`src/hw/rtl/blc_pkg.sv`:
```
`default_nettype none
package blc_pkg;

  localparam int COLOR_W   = 24;
  localparam int LEVEL_W   = 8;
  localparam int CFG_IDX_W = 2;
  localparam int CFG_W     = COLOR_W;

  localparam logic [LEVEL_W-1:0] STEP_SIZE = 8'd5;

  // register indexes of the configuration port
  typedef enum logic [CFG_IDX_W-1:0] {
    REG_BASE_COLOR = 2'd0,
    REG_STEP_DELAY = 2'd1,
    REG_MAX_LEVEL  = 2'd2,
    REG_MIN_LEVEL  = 2'd3
  } cfg_reg_t;

  localparam logic [COLOR_W-1:0] BASE_COLOR_RST = 24'h300030;
  localparam logic [LEVEL_W-1:0] STEP_DELAY_RST = 8'd10;
  localparam logic [LEVEL_W-1:0] MAX_LEVEL_RST  = 8'd255;
  localparam logic [LEVEL_W-1:0] MIN_LEVEL_RST  = 8'd0;

  // exact x / 255 for any product of two 8-bit values (x up to 255 * 255): (x + (x >> 8) + 1) >> 8
  function automatic logic [LEVEL_W-1:0] div255(input logic [2*LEVEL_W-1:0] x);
    logic [2*LEVEL_W:0] s;
    s = {1'b0, x} + {{(LEVEL_W+1){1'b0}}, x[2*LEVEL_W-1:LEVEL_W]} + {{(2*LEVEL_W){1'b0}}, 1'b1};
    return s[2*LEVEL_W-1:LEVEL_W];
  endfunction

endpackage
`default_nettype wire

```
`src/hw/rtl/blc_if.sv`:
```
`default_nettype none
interface blc_in_if;
  import blc_pkg::*;
  logic valid;
  logic ready;
  logic enable;
  modport source (output valid, output enable, input ready);
  modport sink (input valid, input enable, output ready);
endinterface

interface blc_out_if;
  import blc_pkg::*;
  logic               valid;
  logic               ready;
  logic [COLOR_W-1:0] rgb_out;
  logic [COLOR_W-1:0] grb_word;
  logic [LEVEL_W-1:0] level_used;
  modport source (output valid, output rgb_out, output grb_word, output level_used,
                  input ready);
  modport sink (input valid, input rgb_out, input grb_word, input level_used,
                output ready);
endinterface
`default_nettype wire

```
`src/hw/rtl/blc_scale.sv`:
```
`default_nettype none
module blc_scale (
  input  wire logic [blc_pkg::COLOR_W-1:0] color,
  input  wire logic [blc_pkg::LEVEL_W-1:0] level,
  output logic [blc_pkg::COLOR_W-1:0]      rgb,
  output logic [blc_pkg::COLOR_W-1:0]      grb
);
  import blc_pkg::*;

  logic [2*LEVEL_W-1:0] prod_r, prod_g, prod_b;
  logic [LEVEL_W-1:0]   r, g, b;

  // one 8x8 product per component, then divide by full scale
  always_comb begin
    prod_r = color[3*LEVEL_W-1:2*LEVEL_W] * level;
    prod_g = color[2*LEVEL_W-1:LEVEL_W] * level;
    prod_b = color[LEVEL_W-1:0] * level;
    r = div255(prod_r);
    g = div255(prod_g);
    b = div255(prod_b);
    rgb = {r, g, b};
    grb = {g, r, b};
  end

endmodule
`default_nettype wire

```
`src/hw/rtl/breathing_led_color_generator.sv`:
```
`default_nettype none
// One breathing LED channel. Each input word carries one tick; a tick with
// enable set yields one result word holding the base color scaled per
// component by the current brightness (c * level / 255, truncated), as RGB
// and in GRB wire order, plus the level used. The brightness follows a
// triangle ramp in steps of 5 between min_level and max_level, stepping once
// every step_delay + 1 enabled ticks and clamping at the bounds. A tick with
// enable clear is taken but gives nothing and leaves the ramp alone. One tick
// is accepted every clock cycle unless the output stalls; a result passes
// through the ramp snapshot register and the scaling multipliers to the output
// register. The user must write registers through cfg_we/cfg_index/cfg_data
// while no tick is in flight, unchecked; new bounds apply from the next step.
module breathing_led_color_generator (
  input  wire logic                          clk,
  input  wire logic                          rst,
  input  wire logic                          cfg_we,
  input  wire logic [blc_pkg::CFG_IDX_W-1:0] cfg_index,
  input  wire logic [blc_pkg::CFG_W-1:0]     cfg_data,
  blc_in_if.sink                             in_ch,
  blc_out_if.source                          out_ch
);
  import blc_pkg::*;

  // configuration registers
  logic [COLOR_W-1:0] base_color;
  logic [LEVEL_W-1:0] step_delay;
  logic [LEVEL_W-1:0] max_level;
  logic [LEVEL_W-1:0] min_level;

  // ramp state
  logic               rising;
  logic [LEVEL_W-1:0] level;
  logic [LEVEL_W-1:0] wait_count;
  logic               rising_next;
  logic [LEVEL_W-1:0] level_next;
  logic [LEVEL_W-1:0] wait_count_next;

  // snapshot stage
  logic               s1_valid;
  logic [COLOR_W-1:0] s1_color;
  logic [LEVEL_W-1:0] s1_level;

  // output register
  logic               out_valid;
  logic [COLOR_W-1:0] out_rgb;
  logic [COLOR_W-1:0] out_grb;
  logic [LEVEL_W-1:0] out_level;

  logic               out_free;
  logic               in_ready;
  logic               in_fire;
  logic               tick;
  logic               do_step;
  logic [LEVEL_W:0]   up_sum;
  logic [LEVEL_W-1:0] down_val;
  logic [COLOR_W-1:0] scaled_rgb;
  logic [COLOR_W-1:0] scaled_grb;

  // output register takes a new word when empty or being drained
  assign out_free = !out_valid || out_ch.ready;
  assign in_ready = !s1_valid || out_free;
  assign in_fire  = in_ch.valid && in_ready;
  assign tick     = in_fire && in_ch.enable;

  assign in_ch.ready       = in_ready;
  assign out_ch.valid      = out_valid;
  assign out_ch.rgb_out    = out_rgb;
  assign out_ch.grb_word   = out_grb;
  assign out_ch.level_used = out_level;

  // configuration writes, the 2-bit index selects one of the four registers
  always_ff @(posedge clk) begin
    if (rst) begin
      base_color <= BASE_COLOR_RST;
      step_delay <= STEP_DELAY_RST;
      max_level  <= MAX_LEVEL_RST;
      min_level  <= MIN_LEVEL_RST;
    end else if (cfg_we) begin
      case (cfg_reg_t'(cfg_index))
        REG_BASE_COLOR: base_color <= cfg_data;
        REG_STEP_DELAY: step_delay <= cfg_data[LEVEL_W-1:0];
        REG_MAX_LEVEL:  max_level  <= cfg_data[LEVEL_W-1:0];
        REG_MIN_LEVEL:  min_level  <= cfg_data[LEVEL_W-1:0];
        default: ;
      endcase
    end
  end

  // ramp step: up without wrap, down saturating at zero, clamp and turn at bounds
  always_comb begin
    do_step         = wait_count >= step_delay;
    up_sum          = {1'b0, level} + {1'b0, STEP_SIZE};
    down_val        = (level < STEP_SIZE) ? '0 : level - STEP_SIZE;
    level_next      = level;
    rising_next     = rising;
    wait_count_next = wait_count + LEVEL_W'(1);
    if (do_step) begin
      wait_count_next = '0;
      if (rising) begin
        if (up_sum >= {1'b0, max_level}) begin
          level_next  = max_level;
          rising_next = 1'b0;
        end else begin
          level_next = up_sum[LEVEL_W-1:0];
        end
      end else begin
        if (down_val <= min_level) begin
          level_next  = min_level;
          rising_next = 1'b1;
        end else begin
          level_next = down_val;
        end
      end
    end
  end

  always_ff @(posedge clk) begin
    if (rst) begin
      level      <= '0;
      rising     <= 1'b1;
      wait_count <= '0;
    end else if (tick) begin
      level      <= level_next;
      rising     <= rising_next;
      wait_count <= wait_count_next;
    end
  end

  // snapshot of color and level for the word being scaled
  always_ff @(posedge clk) begin
    if (rst) begin
      s1_valid <= 1'b0;
    end else if (in_ready) begin
      s1_valid <= tick;
    end
  end

  always_ff @(posedge clk) begin
    if (tick) begin
      s1_color <= base_color;
      s1_level <= level;
    end
  end

  blc_scale u_scale (
    .color (s1_color),
    .level (s1_level),
    .rgb   (scaled_rgb),
    .grb   (scaled_grb)
  );

  always_ff @(posedge clk) begin
    if (rst) begin
      out_valid <= 1'b0;
    end else if (out_free) begin
      out_valid <= s1_valid;
    end
  end

  always_ff @(posedge clk) begin
    if (out_free && s1_valid) begin
      out_rgb   <= scaled_rgb;
      out_grb   <= scaled_grb;
      out_level <= s1_level;
    end
  end

  // a snapshot waiting on a full output register keeps its level
  a_s1_hold: assert property (@(posedge clk) disable iff (rst)
    s1_valid && !out_free |=> s1_valid && $stable(s1_level))
    else $error("snapshot lost while output stalled");

  // no step before the delay has run out
  a_no_early_step: assert property (@(posedge clk) disable iff (rst)
    tick && (wait_count < step_delay) |=>
      $stable(level) && (wait_count == $past(wait_count) + LEVEL_W'(1)))
    else $error("ramp stepped before delay expired");

  // zero brightness gives black
  a_dark: assert property (@(posedge clk) disable iff (rst)
    out_valid && (out_level == '0) |-> (out_rgb == '0) && (out_grb == '0))
    else $error("nonzero color at zero level");

endmodule
`default_nettype wire
```
`src/flat_wrapper.sv`:
```
// flat-port wrapper written by rule: the top's interface ports become plain ports
module breathing_led_color_generator_flat import blc_pkg::*;
  (clk, rst, cfg_we, cfg_index, cfg_data, in_ch_valid, in_ch_enable, in_ch_ready, out_ch_valid, out_ch_rgb_out, out_ch_grb_word, out_ch_level_used, out_ch_ready);
  blc_in_if in_ch_i ();
  blc_out_if out_ch_i ();
  input  wire logic clk;
  input  wire logic rst;
  input  wire logic cfg_we;
  input  wire logic [blc_pkg::CFG_IDX_W-1:0] cfg_index;
  input  wire logic [blc_pkg::CFG_W-1:0] cfg_data;
  input wire logic [$bits(in_ch_i.valid)-1:0] in_ch_valid;
  input wire logic [$bits(in_ch_i.enable)-1:0] in_ch_enable;
  output wire logic [$bits(in_ch_i.ready)-1:0] in_ch_ready;
  output wire logic [$bits(out_ch_i.valid)-1:0] out_ch_valid;
  output wire logic [$bits(out_ch_i.rgb_out)-1:0] out_ch_rgb_out;
  output wire logic [$bits(out_ch_i.grb_word)-1:0] out_ch_grb_word;
  output wire logic [$bits(out_ch_i.level_used)-1:0] out_ch_level_used;
  input wire logic [$bits(out_ch_i.ready)-1:0] out_ch_ready;
  assign in_ch_i.valid = in_ch_valid;
  assign in_ch_i.enable = in_ch_enable;
  assign in_ch_ready = in_ch_i.ready;
  assign out_ch_valid = out_ch_i.valid;
  assign out_ch_rgb_out = out_ch_i.rgb_out;
  assign out_ch_grb_word = out_ch_i.grb_word;
  assign out_ch_level_used = out_ch_i.level_used;
  assign out_ch_i.ready = out_ch_ready;
  breathing_led_color_generator u_core (.clk(clk), .rst(rst), .cfg_we(cfg_we), .cfg_index(cfg_index), .cfg_data(cfg_data), .in_ch(in_ch_i), .out_ch(out_ch_i));
endmodule
```
`config.mk`:
```
export PLATFORM = sky130hd
export DESIGN_NAME = breathing_led_color_generator_flat
export DESIGN_NICKNAME = d
export VERILOG_FILES = /design/src/hw/rtl/blc_pkg.sv /design/src/hw/rtl/blc_if.sv /design/src/hw/rtl/blc_scale.sv /design/src/hw/rtl/breathing_led_color_generator.sv /design/src/flat_wrapper.sv
export SDC_FILE = /design/constraint.sdc
export NUM_CORES = 1
export LEC_CHECK = 0
export ABC_AREA = 1
export BUFFER_PORTS_ARGS = -buffer_cell sky130_fd_sc_hd__buf_2
export CAP_MARGIN = 20
export CORE_MARGIN = 1.5
export CORE_UTILIZATION = 45
export CTS_CLUSTER_DIAMETER = 60
export DETAILED_ROUTE_END_ITERATION = 8
export HOLD_SLACK_MARGIN = 0.03
export PLACE_DENSITY = 0.61
export SLEW_MARGIN = 10
export SYNTH_ARGS = -nofsm -noshare
export SYNTH_HDL_FRONTEND = slang
export SYNTH_SLANG_ARGS = --single-unit
```
`constraint.sdc`:
```
create_clock -name clk -period 7 [get_ports clk]
set_input_delay 0.7 -clock clk [delete_from_list [all_inputs] [get_ports clk]]
set_output_delay 0.7 -clock clk [all_outputs]
set_load 0.005 [all_outputs]
```
; ---- Word-level counts from Yosys, hierarchy flattened
; Index checks and enable logic that the tools add are counted.
[word_totals]
inputBits = 32
word_cells = 54
reg_bits = 155
output_inout_bits = 58
[op_classes]
magnitude_cmp = 4
addsub = 9
multipliers = 3
reduce_logical = 13
n_eq_ne = 3
muxes = 8
[op_table]
columns = operator, count
row1 = $add 16x1->16 const B, 3
row2 = $add 16x8->16, 3
row3 = $mul 8x8->16, 3
row4 = $mux 8, 5
row5 = $reduce_and 2->1, 5
row6 = $add 8x3->9 const B, 1
row7 = $ge 9x8->1, 1
row8 = $add 8x1->8 const B, 1
row9 = $ge 8x8->1, 1
row10 = $le 8x8->1, 1
row11 = $lt 8x3->1 const B, 1
row12 = $sub 8x3->8 const B, 1
row13 = $eq 2x2->1 const B, 2
row14 = $logic_and 1x1->1, 3
row15 = $mux 1, 3
row16 = $eq 2x1->1 const B, 1
row17 = $logic_not 1->1, 2
row18 = $logic_not 2->1, 1
row19 = $logic_or 1x1->1, 2

; ---- Logic depth before layout (Yosys ltp)
[logic_depth]
ltp_word = 6
mapped_depth = 32
ltp_nobuf = 31

; ---- Cells and area by module
; Synthesis repeated with hierarchy kept, for this count alone.
[unflattened]
cells_unflattened = 2123
hier_area_um2 = 15527.4
[modules_own_cells]
columns = mod, n_inst, cells_each, seq_area_each_um2, area_each_um2
row1 = blc_scale, 1, 1522, 0.0, 9282.7
row2 = breathing_led_color_generator, 1, 601, 3983.8, 6244.7

; ---- Worst setup path before layout
; No wires, ideal clock.
[synth_path]
path_type = flip-flop to flip-flop
from = reg u_core.s1_level[5]
to = reg u_core.out_grb[22] (netlist: u_core.out_ch.grb_word[22]) (data pin)
path_stages_with_launch = 29
required_ns = 6.748
setup_time_ns = 0.252
period_less_slack_ns = 5.363
n_path_buf = 1
t_arrival_ns = 5.111
slack_ns = 1.637
cell_sequence = edfxtp_1 clkbuf_1 nand2_1 fa_1 fa_1 inv_1 fa_1 inv_1 fa_1 inv_1 ha_1 nand2_1 inv_1 nand2_1 nand2_1 nand2_1 nand3_1 nand2_1 nand2_1 a21oi_1 xor2_1 inv_1 ha_1 a21oi_1 nor2_1 nand4_1 nand2_1 nand2_1 nand2_1
[synth_via]
elab_chain_len = 3
[synth_lines]
columns = item, line
row1 = from (decl), breathing_led_color_generator.sv:41  ; logic [LEVEL_W-1:0] s1_level;
row2 = from (signal assigned), breathing_led_color_generator.sv:141  ; s1_level <= level;
row3 = $mul 8x8->16, blc_scale.sv:16  ; prod_g = color[2*LEVEL_W-1:LEVEL_W] * level;
row4 = $add 16x8->16, blc_pkg.sv:27  ; s = {1'b0, x} + {{(LEVEL_W+1){1'b0}}, x[2*LEVEL_W-1:LEVEL_W]} + {{(2*LEVEL_W){1'b0}}, 1'b1};
row5 = $add 16x1->16, blc_pkg.sv:27
row6 = via u_core.scaled_grb[22], breathing_led_color_generator.sv:57  ; logic [COLOR_W-1:0] scaled_grb;
row7 = to (signal assigned), breathing_led_color_generator.sv:163  ; out_grb <= scaled_grb;
row8 = to (decl), breathing_led_color_generator.sv:46  ; logic [COLOR_W-1:0] out_grb;
; The timed path passes the listed nets, and every way through them passes these cells.
; A chain may end at the register's enable or synchronous reset.

; ---- Worst setup path after layout
[layout_path]
from = reg u_core.s1_level[7]
to = reg u_core.out_grb[7] (netlist: u_core.out_ch.grb_word[7]) (data pin)
[layout_via]
elab_chain_len = 3
[layout_lines]
columns = item, line
row1 = $mul 8x8->16, blc_scale.sv:17  ; prod_b = color[LEVEL_W-1:0] * level;
row2 = $add 16x8->16, blc_pkg.sv:27
row3 = $add 16x1->16, blc_pkg.sv:27
row4 = via u_core.scaled_grb[7], breathing_led_color_generator.sv:57
; The timed path passes the listed nets, and every way through them passes these cells.

==> impl_metrics.ini <==
[grt]
grt_overflow = 0
grt_pass1_vias = 12100
grt_pass1_wl_um = 57800
grt_max_degree = 56
grtUsageTotal = 0.216
grt_antenna_before_repair = 0

[cts]
cts_buffer_depth = 2
holdBufCountCts = 0
worstSkewPairLatency_ns = 0.45
clk_pin_slew_ns = 0.08
tritoncts = yes
cts_buffers = 17
cts_max_level = 4
postCtsSetupRepairBufs = 0
root_buffer = clkbuf_16
clock_sinks = 131
cts_resized = 0

[critical_path]
path_class = flip-flop to flip-flop
critPathMaxFanout = 25
crit_path_frequent_cell = nand2_1
critPathTopFamily = adder cells
max_stage_delay_ns = 0.99
worstPathArrival_ns = 6.37
end_kind = flip-flop
critical_path.slowest_cell = edfxtp_1
startpoint_type = flip-flop
required_ns = 7.21
crit_buf_inv = 5

[place]
dp_hpwl_um = 26400
place_inst = 2478
gp_congestion = 0.902
place_ws_ns = 0.878
portBuffers = 89

[synth]
netlist.area_leader.share = 0.154
netlist_area_um2 = 14400
syn_nets = 2351
avgSynthCellArea_um2 = 7.02
yosysTopAreaCell = nand2_1
ys_seq_area_frac = 0.226
synth.distinct_cells = 34
yosys_warnings = 0
netlist_top_cells_area = nand2_1 (15%), fa_1 (15%), edfxtp_1 (13%), ha_1 (13%), inv_1 (13%)
synthCells = 2058
synth-seq-cells = 131

[finish]
syn2layout_area_growth_pct = 8.62
layout_common_cells = nand2_1 (593), inv_1 (492), ha_1 (153)
final_nets = 2388
fin_util = 0.497
layout.cells.most_common = nand2_1
stdcell_count = 2510
n_fill_cell = 3129
drive_gt1_frac = 0.0731
antenna_cells = 0

[floorplanning]
fp.coreArea_um2 = 31600
die_x_um = 182
dieArea_um2 = 33200
num_rows = 65
start_util = 0.458
ios = 90
die_h_um = 182

[pwr]
p_clk_frac = 0.236
p_leak_nw = 9.48
internal_power_mw = 2.20
switching_power_mw = 1.92
power_density_nw_per_um2 = 263
sequentialPowerShare = 0.225
peakVddDrop_mv = 0.172
power_frac_comb = 0.538
power_switching_share = 0.465

[sta]
hold-worst-slack_ns = 0.419
rsz0062_at_grt = no
fin_crit_ns = 6.16
clock.fmax_mhz = 162
post-route-period-util = 0.881
finClkSkew_ns = 0.0170
slew_viol_final = 0
finalHoldViolations = 0
finalSetupTns_ns = 0
worstMarginPinSlew_ns = 0.982
setup_viol = 0
layout_setup_ws_ns = 0.836
maxSlewHeadroom = 0.346

[route]
wirelength_um = 33700
via_per_inst = 4.94
drt_iter0_drc = 734
drc = 0
wl_per_cell_um = 13.4
drtPass1Iterations = 5
ant_nets = 0
vias = 12400

[status]
status = finished, final reports clean

[job]
cap_violations = 0

[min_path]
worstHoldPathType = flip-flop to flip-flop
==> routing by layer <==
metal,part of all wire,wire (µm),track usage,up-vias
met5,0,0,0,-
met4,0.017,580,0.0684,0
met3,0.053,1770,0.0311,33
met2,0.45,15300,0.353,338
met1,0.48,16100,0.296,5713
li1,-,-,-,6310
==> synth_stat cells <==
library cell  instances
nand4_1              28
dfxtp_1              67
ha_1                153
inv_2                 3
o211ai_1             10
xnor2_1               8
fa_1                108
nand2_1             593
nand2_2               6
nand3_2               4
nand3_1             117
buf_4                24
o2111ai_1             1
clkinv_1              2
inv_1               493
nor2_2                2
nor2_4                1
nor2_1              126
o21bai_1              4
clkbuf_2             13
a31o_2                1
a21o_1                7
edfxtp_1             64
or2_1                 1
o21ai_0              62
nand3b_1              2
xor2_1               19
nor3_1                9
clkbuf_1             44
a211oi_1              3
a21oi_1              78
or2_2                 1
buf_2                 1
xor2_2                3
==> per-stage QoR <==
step,total power [mW],cell area (µm²)
finish,4.12,15700
global route,4.54,15700
CTS,4.14,15700
detailed placement,3.14,15100
global placement,3.12,15100
floorplan,2.65,14400
==> final cells by class <==
class                           count  area [µm²]  share of cell area
Sequential cell                   131        3260               0.208
Inverter                          498        1870               0.119
Timing Repair Buffer              100         528              0.0337
Clock buffer                       18         450              0.0287
Multi-Input combinational cell   1347        8910               0.568
Tap cell                          402         503              0.0321
Clock inverter                     14         163              0.0104
==> flip-flops by register name, indices dropped and copies added (netlist names), 8 cells and up <==
register	flops
u_core.base_color	24
u_core.level	8
u_core.max_level	8
u_core.min_level	8
u_core.out_ch.grb_word	23
u_core.out_ch.level_used	8
u_core.s1_color	24
u_core.s1_level	8
u_core.step_delay	8
u_core.wait_count	8
==> power by group through the flow <==
stage | clock network [mW] | registers (mW) | logic, mW
2_1_floorplan | 0 | 0.924 | 1.73
3_3_place_gp | 0 | 0.945 | 2.18
3_5_place_dp | 0 | 0.946 | 2.20
4_1_cts | 0.999 | 0.929 | 2.21
5_1_grt | 1.03 | 0.935 | 2.57
6_report | 0.974 | 0.929 | 2.22
==> logic make-up after synthesis <==
group	count (synthesis)	share of synthesized area
adders and majority gates	261	0.282
buffers and inverters	580	0.158
AOI/OAI and AO/OA	166	0.0622
xor gates and xnor gates	30	0.0198
DFF	131	0.226
and+or+nand+nor	890	0.252
==> worst paths after layout <==
path / from / to / slack (ns) / cells past startpoint
worst max-delay path: u_core.s1_level[7]$_DFFE_PP_ / u_core.out_ch.grb_word[7]$_DFFE_PP_ / 0.84 / 26
worst min-delay path: u_core.base_color[4]$_SDFFE_PP1P_ / u_core.s1_color[4]$_DFFE_PP_ / 0.42 / 0
worst max register to register: u_core.s1_level[7]$_DFFE_PP_ / u_core.out_ch.grb_word[7]$_DFFE_PP_ / 0.84 / 26
worst min register to register: u_core.base_color[4]$_SDFFE_PP1P_ / u_core.s1_color[4]$_DFFE_PP_ / 0.42 / 0
(Power assumes the default switching activity.)
